**src/rtl/clx_pkg.sv**
```systemverilog
// Shared types, constants and helper functions for the character stream lexer.
// No dependencies; imported by clx_core, clx_tok_fifo and char_stream_lexer_unit.
package clx_pkg;

    // Word limits
    localparam int MAX_WORD   = 511;
    localparam int LEN_W      = 9;
    localparam int HEAD_BYTES = 8;
    localparam int HEAD_W     = 64;
    localparam int LINE_W     = 16;
    localparam int KIND_W     = 4;

    // Token queue geometry
    localparam int FIFO_DEPTH = 4;
    localparam int PTR_W      = $clog2(FIFO_DEPTH);
    localparam int CNT_W      = $clog2(FIFO_DEPTH + 1);

    // Keyword table: text is packed with the first byte lowest
    localparam int NKW = 7;
    localparam logic [HEAD_W-1:0] KW_TEXT [NKW] = '{
        64'h0000_0000_0074_6E69,  // int
        64'h0000_0000_7261_6863,  // char
        64'h0000_676E_6972_7473,  // string
        64'h0000_0074_616F_6C66,  // float
        64'h0000_0000_0000_6669,  // if
        64'h0000_0000_6573_6C65,  // else
        64'h0000_0000_0000_6E66   // fn
    };
    localparam logic [2:0] KW_LEN [NKW] = '{3'd3, 3'd4, 3'd6, 3'd5, 3'd2, 3'd4, 3'd2};

    typedef enum logic [KIND_W-1:0] {
        K_VARTYPE  = 4'd0,
        K_IF       = 4'd1,
        K_ELSE     = 4'd2,
        K_FUNCTION = 4'd3,
        K_NAME     = 4'd4,
        K_NUMBER   = 4'd5,
        K_LPAREN   = 4'd6,
        K_RPAREN   = 4'd7,
        K_LBRACE   = 4'd8,
        K_RBRACE   = 4'd9,
        K_COLON    = 4'd10,
        K_EQUALS   = 4'd11,
        K_OTHER    = 4'd12
    } kind_t;

    localparam kind_t KW_KIND [NKW] = '{
        K_VARTYPE, K_VARTYPE, K_VARTYPE, K_VARTYPE, K_IF, K_ELSE, K_FUNCTION
    };

    // Character codes
    localparam logic [7:0] CH_NL     = 8'h0A;
    localparam logic [7:0] CH_SPACE  = 8'h20;
    localparam logic [7:0] CH_PERIOD = 8'h2E;
    localparam logic [7:0] CH_UNDER  = 8'h5F;
    localparam logic [7:0] CH_LPAREN = 8'h28;
    localparam logic [7:0] CH_RPAREN = 8'h29;
    localparam logic [7:0] CH_LBRACE = 8'h7B;
    localparam logic [7:0] CH_RBRACE = 8'h7D;
    localparam logic [7:0] CH_COLON  = 8'h3A;
    localparam logic [7:0] CH_EQUALS = 8'h3D;

    // One output token
    typedef struct packed {
        kind_t              kind;
        logic [LINE_W-1:0]  line_no;
        logic [LEN_W-1:0]   len;
        logic [HEAD_W-1:0]  head;
        logic               last;
    } tok_t;

    // Up to two tokens produced by one character
    typedef struct packed {
        logic [1:0] n;
        tok_t       tok0;
        tok_t       tok1;
    } push_t;

    // Running word contents
    typedef struct packed {
        logic [LEN_W-1:0]  len;
        logic [HEAD_W-1:0] head;
        logic [NKW-1:0]    alive;
    } word_t;

endpackage

```
**src/rtl/clx_core.sv**
```systemverilog
// Lexer core: running word state, keyword match and token formation.
// Depends on clx_pkg.
module clx_core (
    input  logic          clk,
    input  logic          rst_n,
    input  logic          fire,
    input  logic [7:0]    ch,
    output clx_pkg::push_t push
);
    import clx_pkg::*;

    typedef enum logic [2:0] {
        MODE_NONE = 3'b001,
        MODE_NUM  = 3'b010,
        MODE_NAME = 3'b100
    } mode_t;

    localparam word_t WORD_EMPTY = '{len: '0, head: '0, alive: '1};

    mode_t              mode_reg, mode_next;
    logic               period_reg, period_next;
    word_t              word_reg, word_next;
    logic [LINE_W-1:0]  line_reg, line_next;

    logic  blank, digit, name_start, word_char, cont;
    kind_t word_kind;
    tok_t  word_tok, sym_tok;
    push_t push_c;

    // Append one character to a word
    function automatic word_t push_char(word_t base, logic [7:0] c);
        word_t w;
        w = base;
        if (base.len < LEN_W'(HEAD_BYTES))
        begin
            w.head[8*base.len[2:0] +: 8] = c;
        end
        for (int i = 0; i < NKW; i++)
        begin
            if (base.len >= LEN_W'(KW_LEN[i]) || KW_TEXT[i][8*base.len[2:0] +: 8] != c)
            begin
                w.alive[i] = 1'b0;
            end
        end
        w.len = (base.len < LEN_W'(MAX_WORD)) ? base.len + 1'b1 : LEN_W'(MAX_WORD);
        return w;
    endfunction

    function automatic kind_t symbol_kind(logic [7:0] c);
        kind_t k;
        case (c)
            CH_LPAREN: k = K_LPAREN;
            CH_RPAREN: k = K_RPAREN;
            CH_LBRACE: k = K_LBRACE;
            CH_RBRACE: k = K_RBRACE;
            CH_COLON:  k = K_COLON;
            CH_EQUALS: k = K_EQUALS;
            default:   k = K_OTHER;
        endcase
        return k;
    endfunction

    always_comb
    begin
        blank      = (ch == CH_SPACE) || (ch == CH_NL);
        digit      = ch inside {[8'h30:8'h39]};
        name_start = (ch inside {[8'h41:8'h5A], [8'h61:8'h7A]}) || (ch == CH_UNDER);
        word_char  = digit || name_start;
        if (mode_reg == MODE_NUM)
        begin
            cont = digit || (ch == CH_PERIOD && !period_reg);
        end
        else
        begin
            cont = word_char;
        end

        // Lowest-index live keyword of matching length wins
        word_kind = K_NAME;
        for (int i = NKW - 1; i >= 0; i--)
        begin
            if (word_reg.alive[i] && word_reg.len == LEN_W'(KW_LEN[i]))
            begin
                word_kind = KW_KIND[i];
            end
        end
        if (mode_reg == MODE_NUM)
        begin
            word_kind = K_NUMBER;
        end

        word_tok = '{kind: word_kind, line_no: line_reg, len: word_reg.len,
                     head: word_reg.head, last: 1'b0};
        sym_tok  = '{kind: symbol_kind(ch), line_no: line_reg, len: LEN_W'(1),
                     head: HEAD_W'(ch), last: 1'b0};

        mode_next   = mode_reg;
        period_next = period_reg;
        word_next   = word_reg;
        push_c      = '{n: 2'd0, tok0: sym_tok, tok1: sym_tok};

        case (mode_reg)
            MODE_NONE:
            begin
                if (word_char)
                begin
                    mode_next   = digit ? MODE_NUM : MODE_NAME;
                    period_next = 1'b0;
                    word_next   = push_char(WORD_EMPTY, ch);
                end
                else if (!blank)
                begin
                    push_c.n = 2'd1;
                end
            end
            MODE_NUM, MODE_NAME:
            begin
                if (cont)
                begin
                    if (ch == CH_PERIOD)
                    begin
                        period_next = 1'b1;
                    end
                    word_next = push_char(word_reg, ch);
                end
                else
                begin
                    push_c.tok0 = word_tok;
                    push_c.n    = 2'd1;
                    mode_next   = MODE_NONE;
                    period_next = 1'b0;
                    word_next   = WORD_EMPTY;
                    if (mode_reg == MODE_NUM && name_start)
                    begin
                        // letter closes a number and opens a name
                        mode_next = MODE_NAME;
                        word_next = push_char(WORD_EMPTY, ch);
                    end
                    else if (!blank)
                    begin
                        push_c.n = 2'd2;
                    end
                end
            end
            default:
            begin
                mode_next = MODE_NONE;
            end
        endcase

        push_c.tok0.last = (push_c.n == 2'd1);
        push_c.tok1.last = 1'b1;
        if (!fire)
        begin
            push_c.n = 2'd0;
        end

        line_next = line_reg;
        if (ch == CH_NL && line_reg != '1)
        begin
            line_next = line_reg + 1'b1;
        end
    end

    assign push = push_c;

    always_ff @(posedge clk or negedge rst_n)
    begin
        if (!rst_n)
        begin
            mode_reg   <= MODE_NONE;
            period_reg <= 1'b0;
            word_reg   <= WORD_EMPTY;
            line_reg   <= LINE_W'(1);
        end
        else if (fire)
        begin
            mode_reg   <= mode_next;
            period_reg <= period_next;
            word_reg   <= word_next;
            line_reg   <= line_next;
        end
    end

`ifndef SYNTH
    // two tokens: a word, then a symbol
    a_pair_order: assert property (@(posedge clk) disable iff (!rst_n)
        push.n == 2'd2 |-> (push.tok0.kind == K_NAME || push.tok0.kind == K_NUMBER ||
                            push.tok0.kind == K_VARTYPE || push.tok0.kind == K_IF ||
                            push.tok0.kind == K_ELSE || push.tok0.kind == K_FUNCTION)
                           && push.tok1.len == LEN_W'(1))
        else $error("token pair out of order");
    a_open_word_len: assert property (@(posedge clk) disable iff (!rst_n)
        mode_reg != MODE_NONE |-> word_reg.len != '0)
        else $error("open word with zero length");
    a_line_nonzero: assert property (@(posedge clk) disable iff (!rst_n)
        line_reg != '0)
        else $error("line count reached zero");
    a_period_num: assert property (@(posedge clk) disable iff (!rst_n)
        period_reg |-> mode_reg == MODE_NUM)
        else $error("period flag outside a number");
`endif

endmodule

```
**src/rtl/clx_tok_fifo.sv**
```systemverilog
// Four-entry token queue; takes up to two tokens a cycle, gives one while out_ready is high.
// Depends on clx_pkg.
module clx_tok_fifo (
    input  logic          clk,
    input  logic          rst_n,
    input  clx_pkg::push_t push,
    output logic          room,
    output logic          out_valid,
    input  logic          out_ready,
    output clx_pkg::tok_t out_tok
);
    import clx_pkg::*;

    tok_t             mem_reg [FIFO_DEPTH];
    logic [PTR_W-1:0] wr_ptr_reg, wr_ptr_next;
    logic [PTR_W-1:0] rd_ptr_reg, rd_ptr_next;
    logic [CNT_W-1:0] count_reg, count_next;
    logic             pop;
    logic [PTR_W-1:0] wr_ptr_1;

    assign pop       = out_valid && out_ready;
    assign out_valid = (count_reg != '0);
    assign out_tok   = mem_reg[rd_ptr_reg];
    // room for a full pair, ignoring any pop this cycle
    assign room      = (count_reg <= CNT_W'(FIFO_DEPTH - 2));
    assign wr_ptr_1  = wr_ptr_reg + 1'b1;

    always_comb
    begin
        wr_ptr_next = wr_ptr_reg + PTR_W'(push.n);
        rd_ptr_next = rd_ptr_reg + PTR_W'(pop);
        count_next  = count_reg + CNT_W'(push.n) - CNT_W'(pop);
    end

    always_ff @(posedge clk)
    begin
        if (push.n != 2'd0)
        begin
            mem_reg[wr_ptr_reg] <= push.tok0;
        end
        if (push.n == 2'd2)
        begin
            mem_reg[wr_ptr_1] <= push.tok1;
        end
    end

    always_ff @(posedge clk or negedge rst_n)
    begin
        if (!rst_n)
        begin
            wr_ptr_reg <= '0;
            rd_ptr_reg <= '0;
            count_reg  <= '0;
        end
        else
        begin
            wr_ptr_reg <= wr_ptr_next;
            rd_ptr_reg <= rd_ptr_next;
            count_reg  <= count_next;
        end
    end

`ifndef SYNTH
    a_no_overflow: assert property (@(posedge clk) disable iff (!rst_n)
        push.n != 2'd0 |-> (count_reg + CNT_W'(push.n)) <= CNT_W'(FIFO_DEPTH))
        else $error("token queue overflow");
    a_count_bound: assert property (@(posedge clk) disable iff (!rst_n)
        count_reg <= CNT_W'(FIFO_DEPTH))
        else $error("token queue count out of range");
    a_ptr_gap: assert property (@(posedge clk) disable iff (!rst_n)
        count_reg != CNT_W'(FIFO_DEPTH) |->
            PTR_W'(wr_ptr_reg - rd_ptr_reg) == count_reg[PTR_W-1:0])
        else $error("queue pointers disagree with count");
`endif

endmodule

```
**src/rtl/char_stream_lexer_unit.sv**
```systemverilog
// Character stream lexer, top level: input register, lexer core, token queue.
// Depends on clx_pkg, clx_core and clx_tok_fifo.
//
//   channel | signals                                       | direction
//   --------+-----------------------------------------------+----------
//   in      | in_valid, in_ready, ch                        | request in
//   out     | out_valid, out_ready, kind, line_no,          | request out
//           | lexeme_len, lexeme_head, last                 |
//
// A request lands in the input register and is lexed once the queue can take
// a pair, pushing zero, one or two tokens into a four-entry queue; the first
// token can leave in the cycle after its push. With out_ready held high the
// queue never holds more than two tokens (a pair only follows a character that
// pushed at most one), so a character is taken every cycle; tokens leave one per cycle.
// Reset (rst_n low, asynchronous) empties the queue and the input register,
// closes any open word and sets the line count to 1.
// A stalled output holds the queue head; input stalls once the queue cannot
// take a full pair while the input register is still loaded.
module char_stream_lexer_unit (
    input  logic                        clk,
    input  logic                        rst_n,
    input  logic                        in_valid,
    output logic                        in_ready,
    input  logic [7:0]                  ch,
    output logic                        out_valid,
    input  logic                        out_ready,
    output logic [clx_pkg::KIND_W-1:0]  kind,
    output logic [clx_pkg::LINE_W-1:0]  line_no,
    output logic [clx_pkg::LEN_W-1:0]   lexeme_len,
    output logic [clx_pkg::HEAD_W-1:0]  lexeme_head,
    output logic                        last
);
    import clx_pkg::*;

    logic       stage_valid_reg, stage_valid_next;
    logic [7:0] ch_reg;
    logic       room;
    logic       fire;
    push_t      push;
    tok_t       out_tok;

    // The held character is processed only when the queue can take a pair
    assign fire     = stage_valid_reg && room;
    assign in_ready = !stage_valid_reg || fire;

    always_comb
    begin
        stage_valid_next = stage_valid_reg;
        if (in_valid && in_ready)
        begin
            stage_valid_next = 1'b1;
        end
        else if (fire)
        begin
            stage_valid_next = 1'b0;
        end
    end

    always_ff @(posedge clk or negedge rst_n)
    begin
        if (!rst_n)
        begin
            stage_valid_reg <= 1'b0;
        end
        else
        begin
            stage_valid_reg <= stage_valid_next;
        end
    end

    // Payload register, no reset needed
    always_ff @(posedge clk)
    begin
        if (in_valid && in_ready)
        begin
            ch_reg <= ch;
        end
    end

    clx_core u_core (
        .clk   (clk),
        .rst_n (rst_n),
        .fire  (fire),
        .ch    (ch_reg),
        .push  (push)
    );

    clx_tok_fifo u_fifo (
        .clk       (clk),
        .rst_n     (rst_n),
        .push      (push),
        .room      (room),
        .out_valid (out_valid),
        .out_ready (out_ready),
        .out_tok   (out_tok)
    );

    assign kind        = out_tok.kind;
    assign line_no     = out_tok.line_no;
    assign lexeme_len  = out_tok.len;
    assign lexeme_head = out_tok.head;
    assign last        = out_tok.last;

`ifndef SYNTH
    a_push_needs_fire: assert property (@(posedge clk) disable iff (!rst_n)
        push.n != 2'd0 |-> fire)
        else $error("tokens pushed without a processed character");
    a_fire_clears: assert property (@(posedge clk) disable iff (!rst_n)
        fire && !(in_valid && in_ready) |=> !stage_valid_reg)
        else $error("input register not released after processing");
    a_held_stage: assert property (@(posedge clk) disable iff (!rst_n)
        stage_valid_reg && !fire |=> stage_valid_reg && $stable(ch_reg))
        else $error("held character lost");
`endif

endmodule

```
**config.mk**
```make
export PLATFORM = sky130hd
export DESIGN_NAME = char_stream_lexer_unit
export DESIGN_NICKNAME = d
export VERILOG_FILES = /design/src/rtl/clx_pkg.sv /design/src/rtl/clx_core.sv /design/src/rtl/clx_tok_fifo.sv /design/src/rtl/char_stream_lexer_unit.sv
export SDC_FILE = /design/constraint.sdc
export NUM_CORES = 1
export LEC_CHECK = 0
export ABC_AREA = 1
export BUFFER_PORTS_ARGS = -buffer_cell sky130_fd_sc_hd__buf_4
export CORE_ASPECT_RATIO = 1.75
export CORE_MARGIN = 2
export CORE_UTILIZATION = 49
export CTS_CLUSTER_SIZE = 40
export DETAILED_ROUTE_END_ITERATION = 10
export GPL_TIMING_DRIVEN = 0
export PLACE_DENSITY = 0.7
export RECOVER_POWER = 100
export SYNTH_ARGS = -nofsm -noshare
export SYNTH_HDL_FRONTEND = slang
export SYNTH_SLANG_ARGS = --single-unit
```
**constraint.sdc**
```tcl
create_clock -name clk -period 3 [get_ports clk]
set_input_delay 0.6 -clock clk [delete_from_list [all_inputs] [get_ports clk]]
set_output_delay 0.6 -clock clk [all_outputs]
set_load 0.01 [all_outputs]
```
Word level (Yosys, flattened, before mapping)
Memory sizes are Yosys's and may differ from the RTL's.
Cells that the tools add are included.
{"block": "totals", "regBits": 116, "ramBits": 376, "output_inout_bits": 96, "memories": 1}
{"memory": "u_fifo.mem_reg", "depth": 4, "word_bits": 94, "rd": 1, "rd_clocked_by_memory_dff": 0, "wr": 2, "line": "clx_tok_fifo.sv:14", "source": "tok_t mem_reg [FIFO_DEPTH];"}
{"block": "classes", "addsub": 8, "order_cmp": 14, "eq_ne": 44, "shift": 9, "muxes": 52, "n_reduce_logical": 48}
{"cell": "64-bit by 7-bit variable part select with 8-bit output, first input constant", "n": 7}
{"cell": "80-bit 2-to-1 mux", "n": 2}
{"cell": "80-bit case mux with 2 select lines", "n": 1}
{"cell": "96-bit 2-to-1 mux", "n": 1}
{"cell": "94-bit 2-to-1 mux", "n": 1}
{"cell": "72-bit 2-to-1 mux", "n": 1}
{"cell": "64-bit bitwise mux", "n": 1}
{"cell": "64-bit 2-to-1 mux", "n": 1}
{"cell": "8-bit by 34-bit variable shift with 64-bit output, first input constant", "n": 1}
{"cell": "8-bit by 34-bit variable part select with 64-bit output", "n": 1}
{"cell": "8-bit inequality test", "n": 7}
{"cell": "8-bit by 6-bit equality test with 1-bit output, second input constant", "n": 6}
{"cell": "7-bit by 8-bit inequality test with 1-bit output, first input constant", "n": 5}
{"cell": "4-bit AND reduction", "n": 9}
{"cell": "6-bit negation with 34-bit output", "n": 1}
{"cell": "4-bit 2-to-1 mux", "n": 7}
{"cell": "9-bit by 3-bit equality test with 1-bit output, second input constant", "n": 3}
{"cell": "9-bit by 3-bit greater-or-equal comparator with 1-bit output, second input constant", "n": 3}
{"cell": "3-bit inequality test, second input constant", "n": 9}
{"cell": "8-bit by 7-bit equality test with 1-bit output, second input constant", "n": 3}
{"cell": "4-bit case mux with 6 select lines", "n": 1}
{"cell": "1-bit 2-to-1 mux", "n": 23}
{"cell": "9-bit by 2-bit equality test with 1-bit output, second input constant", "n": 2}
{"cell": "9-bit by 2-bit greater-or-equal comparator with 1-bit output, second input constant", "n": 2}
{"cell": "37 further kinds", "n": 77}

Longest topological paths before layout
Gate-level depths: netlist of the first run.
{"block": "depth", "depth_word": 16, "mapped_depth": 18, "ltp_nobuf": 15}

Modules after synthesis
Synthesis of the first run repeated with hierarchy kept, for this count alone.
{"block": "hier_totals", "hier_cells": 3166, "hier_area_um2": 27018.4}
{"module": "clx_tok_fifo", "n_inst": 1, "cells_per_inst": 1991, "area_each_um2": 19020.7, "seq_area_each_um2": 11466.0}
{"module": "clx_core", "n_inst": 1, "cells_per_inst": 1159, "area_each_um2": 7704.9, "seq_area_each_um2": 2513.7}
{"module": "char_stream_lexer_unit", "n_inst": 1, "cells_per_inst": 16, "area_each_um2": 292.8, "seq_area_each_um2": 265.3}

Worst setup path before layout of the first run
Ideal clock, no wire load.
{"block": "synth_path", "path_type": "reg2reg", "startpoint": "register ch_reg[4]", "endpoint": "memory u_fifo.mem_reg[2][1] (netlist name), enable pin", "arrival_time_ps": 2479, "path_slack_ps": 136, "path_stages_with_launch": 16, "n_path_buf": 4, "path_cell_list": "edfxtp_1 buf_4 nor2_1 nand2_1 nor2_2 a21oi_1 nand2_1 nand2_1 nand2_2 nand2_2 nand2_4 nand2_2 buf_6 buf_6 buf_6 nand2_1"}
{"item": "start, declared", "line": "char_stream_lexer_unit.sv:36", "source": "logic [7:0] ch_reg;"}
{"item": "start signal, assigned", "line": "char_stream_lexer_unit.sv:76", "source": "ch_reg <= ch;"}
{"item": "end, declared", "line": "clx_tok_fifo.sv:14"}

==> results.py, run 1 <==
metrics = {
    "final_layout": {
        "final_common_cell": "o21ai_0",
        "area_delta_synth_final_pct": 16.5,
        "fin_cells": 3713,
        "layout.nets": 3121,
        "largest_reg_flops": 376,
        "drive_above_1_share_pct": 13.6,
        "final_cell_mix": "o21ai_0 (461), nor2_1 (396), nand2_1 (388)",
    },
    "synthesis": {
        "async_flop_share_pct": 22.0,
        "synth_area_um2": 23000,
        "synthTopCellsByArea": "dfxtp_1 (23%), edfxtp_1 (16%), dfrtp_1 (11%), o21ai_0 (9.4%), nand3_1 (8.2%)",
        "synth.largest_area_cell": "dfxtp_1",
        "syn_inst": 2900,
        "syn-num-nets": 2935,
        "synth-edff-count": 120,
        "synth_ff_type": "dfxtp_1",
        "synth_area_per_cell_um2": 7.93,
        "yosysWarnings": 0,
        "synth_top_area_share_pct": 23.0,
        "synth_seq_area_share_pct": 50.4,
        "synth.distinct_cells": 45,
        "synth_seq_cells": 492,
    },
    "die": {
        "initial_core_util_pct": 49.3,
        "dieArea_um2": 48800,
        "die_x_um": 168,
        "die_height_um": 291,
        "fp.coreArea_um2": 46600,
        "rows": 105,
        "ios": 108,
    },
    "sta": {
        "tightest_slew_ns": 1.32,
        "fmax_mhz": 332,
        "finalSetupViolations": 2,
        "period_share_pct": 100,
        "fin_crit_ns": 3.01,
        "finalWorstSetupSlack_ns": -0.00772,
        "fin_skew_ns": 0.0236,
        "hold_viol": 0,
        "max_slew_margin_pct": 12.3,
        "maxSlewViolCount": 0,
    },
    "worst_setup_path": {
        "crit_path_start_kind": "register",
        "path_class": "reg -> reg",
        "crit_path_top_delay_cell": "o32ai_1",
        "crit_top_cell": "nand3_1",
        "required_ns": 3.44,
        "timing.rr.start": "ch_reg[2]",
        "reg2regPathDepth": 8,
        "critPathMaxStageDelay_ns": 0.80,
        "end_kind": "register",
        "cp_top_family": "compound AO/OA/AOI/OAI gates",
        "cp.arrival_ns": 3.45,
        "crit_chain": "buf_2, clkbuf_1, nand3_1, o32ai_1, nor2_1, a21oi_1, nand3_1, nand2_1",
        "crit_buf_inv": 2,
        "regToRegSetupSlack_ns": -0.008,
        "critPathMaxFanout": 10,
        "r2r_end": "u_fifo.mem_reg[1][90]",
    },
    "power_and_ir_drop": {
        "p_switching_uw": 11300,
        "ir_worst_vdd_v": 0.000655,
        "clkPwrFrac_pct": 22.7,
        "seq_power_share_pct": 31.9,
        "comb_power_share_pct": 45.5,
        "p_per_area_nw_per_um2": 973,
        "intPower_uw": 14800,
        "power.total_uw": 26100,
        "swShare_pct": 43.4,
        "p_leak_uw": 0.0109,
    },
    "drt": {
        "drc": 0,
        "wirelength_mm": 85.8,
        "vias": 22800,
        "firstDrtPassIters": 9,
        "drtIter0Drc": 2529,
        "antenna_left": 0,
        "routedWlPerCell_um": 23.1,
        "viasPerCell": 6.15,
    },
    "grt": {
        "antenna_found_initial": 1,
        "grt-ovfl-total": 0,
        "grt_util_all_layers_pct": 34.2,
        "grt_max_degree": 67,
        "grt_pass1_wl_mm": 128,
        "grt_pass1_vias": 22400,
    },
    "clocking": {
        "htree_levels": 2,
        "clk_latency_ns": 0.59,
        "clockBufferDepth": 3,
        "cts-root-buf": "clkbuf_16",
        "cts_sinks": 492,
        "clkSlewWorstSetupHoldPaths_ns": 0.06,
        "cts_buffers": 46,
        "cts_tree": "built",
    },
    "placement": {
        "gp_congestion": 0.990,
        "place_hpwl_mm": 61.7,
        "placed_cells": 3598,
        "portBuffers": 107,
    },
    "min_path": {
        "hold_path_depth": 3,
        "hp-start": "in_valid",
        "hp-class": "in -> reg",
        "holdPathEnd": "stage_valid_reg",
    },
    "status": {
        "outcome": "finished with violations",
        "violations": "negative setup slack",
    },
    "job": {
        "max_cap_viol_count": 0,
    },
}
[logic make-up (layout without fill, tap and decap cells)]
| group | Yosys count | after routing | share of synthesized area, % |
|---|---|---|---|
| AND/OR/NAND/NOR | 1256 | 1258 | 23.6 |
| adder cells (fa/ha/maj) | 23 | 23 | 1.28 |
| buffers and inverters | 373 | 594 | 6.92 |
| XOR/XNOR | 34 | 34 | 1.29 |
| other | 0 | 2 | 0 |
| AO/OA/AOI/OAI | 722 | 722 | 16.4 |
| flip-flops | 492 | 492 | 50.4 |
[stage by stage]
step | setup slack [ns] | TNS [ns] | cell area (um^2) | hold WS [ns] | util (%)
floorplan | 0.136 | 0 | 23000 | 0.304 | -
global placement | -1.35 | -217.36 | 24500 | 0.436 | 52.6
detailed placement | -1.06 | -194.03 | 24600 | 0.455 | 52.8
CTS | 0.000213 | 0 | 26600 | 0.185 | 57.0
global route | -0.0105 | -0.0809 | 26800 | 0.210 | 57.4
finish | -0.00772 | -0.0124 | 26800 | 0.213 | 57.4
[how the worst max path moves through the flow]
stage                               startpoint                    end  slack [ns]  depth (start not counted)
after floorplan                      ch_reg[4]   u_fifo.mem_reg[2][1]        0.14                         15
after global placement               ch_reg[7]  u_fifo.mem_reg[3][90]       -1.35                         13
after detailed placement             ch_reg[7]  u_fifo.mem_reg[0][75]       -1.06                         14
after CTS                 u_fifo.rd_ptr_reg[0]        lexeme_head[63]      0.0002                          7
after global routing                 ch_reg[1]  u_fifo.mem_reg[1][88]       -0.01                         17
final                                ch_reg[2]  u_fifo.mem_reg[1][90]      -0.008                          8
[cell type report]
type / count / area (um^2)
flip-flops and latches: 492 / 11600
clock inverters: 14 / 95.1
inverters: 156 / 616
fillers: 4287 / 19900
repair buffers: 137 / 962
plain buffers: 216 / 1240
clock buffers: 71 / 1410
multi-input cells: 2037 / 10100
diodes: 2 / 5.00
well taps: 588 / 736
[Yosys cell counts, types with 5 or more instances]
library cell  count
clkbuf_1        118
nor3b_1           5
nand2_2           9
xor2_1           30
nand3_1         377
nor2_1          401
edfxtp_1        120
dfstp_2           9
inv_1           131
nor4_1            6
buf_2            79
dfxtp_1         264
ha_1             22
nor3_1           14
o21ai_1          43
dfrtp_1          99
o22ai_1         104
o21ai_0         434
nand4_1          20
a21oi_1         126
nor2_2           18
inv_2            16
clkinv_1          9
buf_6             7
nand2_1         395
buf_4            11
[power groups by stage]
stage / clock network (uW) / registers (uW) / logic [uW]
after detailed placement: 0 / 8410 / 11100
final: 5910 / 8300 / 11900
after global routing: 6190 / 8370 / 12600
after global placement: 0 / 8380 / 11000
after CTS: 5920 / 8270 / 11600
after floorplan: 0 / 8270 / 6290
[worst register-to-register path, cell delays in order, from the launching register on]
cell and delay [ns]:
edfxtp_1 0.32, buf_2 0.21, clkbuf_1 0.63, nand3_1 0.23, o32ai_1 0.80, nor2_1 0.12
a21oi_1 0.34, nand3_1 0.12, nand2_1 0.10
[timing repair]
item / in CTS / in global routing
endpoints found under the hold margin: 34 / 0
setup buffers: 5 / 20
setup endpoints to repair: 579 / 249
pin swaps: 2 / 6
hold buffers: 1 / 0
gates resized for setup: 128 / 74
gates cloned: 0 / 3
[metal layers]
| layer | global-route usage (%) | wire length [um] |
|---|---|---|
| met5 | 0 | 0 |
| met2 | 60.6 | 42800 |
| met1 | 36.7 | 29200 |
| met4 | 25.0 | 7260 |
| met3 | 5.01 | 6420 |
No activity file was read; power rests on OpenSTA's default activity.
==> run 2, diff against run 1 <==
==> constraint.sdc (replaced) <==
create_clock -name clk -period 3 [get_ports clk]
set_input_delay 0.45 -clock clk [delete_from_list [all_inputs] [get_ports clk]]
set_output_delay 0.45 -clock clk [all_outputs]
set_load 0.01 [all_outputs]
==> run 2 against run 1 <==
The run still ends with negative setup slack left. Critical path depth is the same. Fmax fell by 0.21%. Final area rose by 0.29%. Utilization is 0.17 points higher.
==> results.py, run 2 (synthesis gave the netlist of run 1 again) <==
metrics = {
    "status": {
        "outcome": "finished with violations",
        "violations": "negative setup slack",
    },
    "die": {
        "dieArea_um2": 48800,
        "rows": 105,
        "fp.coreArea_um2": 46600,
        "initial_core_util_pct": 49.3,
        "die_height_um": 291,
        "die_x_um": 168,
        "ios": 108,
    },
    "final_layout": {
        "final_util_pct": 57.6,
        "final_cell_mix": "o21ai_0 (450), nor2_1 (397), nand2_1 (388)",
        "layout.nets": 3119,
        "stdcell_area_um2": 26900,
        "drive_above_1_share_pct": 14.1,
        "n_fill_cell": 4271,
        "area_delta_synth_final_pct": 16.8,
        "largest_reg_flops": 376,
        "final_common_cell": "o21ai_0",
    },
    "worst_setup_path": {
        "required_ns": 3.43,
        "critPathMaxFanout": 10,
        "timing.rr.start": "ch_reg[2]",
        "crit_path_start_kind": "register",
        "r2r_end": "u_fifo.mem_reg[1][90]",
        "worstSetupStartpoint": "ch_reg[2]",
        "path_class": "reg -> reg",
        "reg2regPathDepth": 8,
        "regToRegSetupSlack_ns": -0.01,
        "cp-endpoint": "u_fifo.mem_reg[1][90]",
        "cp.arrival_ns": 3.45,
        "end_kind": "register",
    },
    "grt": {
        "grt_pass1_wl_mm": 127,
        "grt_util_all_layers_pct": 34.0,
        "grt-ovfl-total": 0,
        "antenna_found_initial": 1,
        "grt_pass1_vias": 22300,
        "grt_max_degree": 67,
    },
    "placement": {
        "portBuffers": 107,
        "gp_congestion": 0.990,
        "place_hpwl_mm": 61.7,
        "placed_area_um2": 24600,
        "dp_slack_ns": -1.06,
    },
    "power_and_ir_drop": {
        "p_switching_uw": 11300,
        "clkPwrFrac_pct": 22.5,
        "seq_power_share_pct": 31.6,
        "power.total_uw": 26300,
        "swShare_pct": 43.1,
        "comb_power_share_pct": 45.9,
        "p_per_area_nw_per_um2": 978,
        "intPower_uw": 15000,
        "p_leak_uw": 0.0110,
        "ir_worst_vdd_v": 0.000654,
    },
    "drt": {
        "routedWlPerCell_um": 23.1,
        "drc": 0,
        "drtIter0Drc": 2447,
        "vias": 22900,
        "antenna_left": 0,
        "firstDrtPassIters": 6,
        "viasPerCell": 6.16,
        "wirelength_mm": 85.8,
    },
    "sta": {
        "rsz0062_at_grt": "true",
        "fin_crit_ns": 3.01,
        "finalSetupViolations": 2,
        "timing.setup.tns_ns": -0.0145,
        "maxSlewViolCount": 0,
        "tightest_slew_ns": 1.31,
        "max_slew_margin_pct": 12.7,
        "finalWorstSetupSlack_ns": -0.0142,
        "hold_viol": 0,
        "period_share_pct": 100,
        "fmax_mhz": 332,
        "fin_skew_ns": 0.0326,
    },
    "clocking": {
        "cts_sinks": 492,
        "cts_buffers": 46,
        "clockBufferDepth": 3,
        "clk_latency_ns": 0.60,
        "htree_levels": 2,
        "clkSlewWorstSetupHoldPaths_ns": 0.06,
        "cts-root-buf": "clkbuf_16",
        "cts_tree": "built",
    },
    "job": {
        "max_cap_viol_count": 0,
    },
    "min_path": {
        "hp-class": "in -> reg",
    },
}
==> run 2: cell types whose count changed in the layout (fill, tap and decap cells not counted), sizes merged <==
cell | previous run | this run
buf | 160 | 193
clkbuf | 263 | 228
==> run 2: per-stage QoR <==
step           cells  hold WS (ns)
6_report        3711        0.0729
5_1_grt         3710        0.0592
4_1_cts         3689        0.0350
3_5_place_dp    3598         0.429
3_3_place_gp    3595         0.436
2_1_floorplan   2900         0.154
==> run 2: how the worst min path moves through the flow <==
stage | from | to | cells past startpoint
after floorplan | rst_n | stage_valid_reg | 0
after global placement | u_fifo.mem_reg[2][0] | u_fifo.mem_reg[2][0] | 2
after detailed placement | rst_n | u_core.period_reg | 1
after CTS | ch[4] | ch_reg[4] | 1
after global routing | ch[1] | ch_reg[1] | 1
final | in_valid | stage_valid_reg | 3
==> run 2: power groups by stage <==
stage               Sequential [uW]  Clock [uW]  Combinational (uW)
finish                         8300        5910               12100
global route                   8360        6190               12700
CTS                            8270        5920               11400
detailed placement             8410           0               11100
global placement               8380           0               11000
floorplan                      8270           0                6290
==> run 2: routing by layer <==
layer,track usage (%),routed length (um),vias up
met1,36.2,29000,10800
met2,60.2,43000,1364
met4,25.7,7140,0
met3,5.22,6680,417
li1,-,-,10200
met5,0,0,-
==> run 2: cell type report <==
class,count,area (um^2),area share [%]
antenna,2,5.00,0.0186
buffer,216,1180,4.40
clock buffer,71,1410,5.26
clock inverter,14,95.1,0.354
inverter,156,616,2.29
multi-input combinational,2037,10100,37.6
sequential,492,11600,43.2
tap,588,736,2.74
timing repair buffer,135,1120,4.18
==> run 2: what timing repair did <==
| action | CTS | global route |
|---|---|---|
| cloned | 0 | 3 |
| hold buffers | 1 | 0 |
| endpoints found under the hold margin | 34 | 0 |
| pin swaps | 2 | 9 |
| gates resized for setup | 103 | 64 |
| buffers inserted | 5 | 18 |
| setup endpoints to repair | 579 | 219 |
==> run 2: worst max-delay path, cell delays in order, from the launching register on <==
cell	delay, ns
edfxtp_1	0.32
buf_2	0.21
clkbuf_1	0.63
nand3_1	0.25
o32ai_1	0.78
nor2_1	0.12
a21oi_1	0.34
nand3_1	0.12
nand2_1	0.10
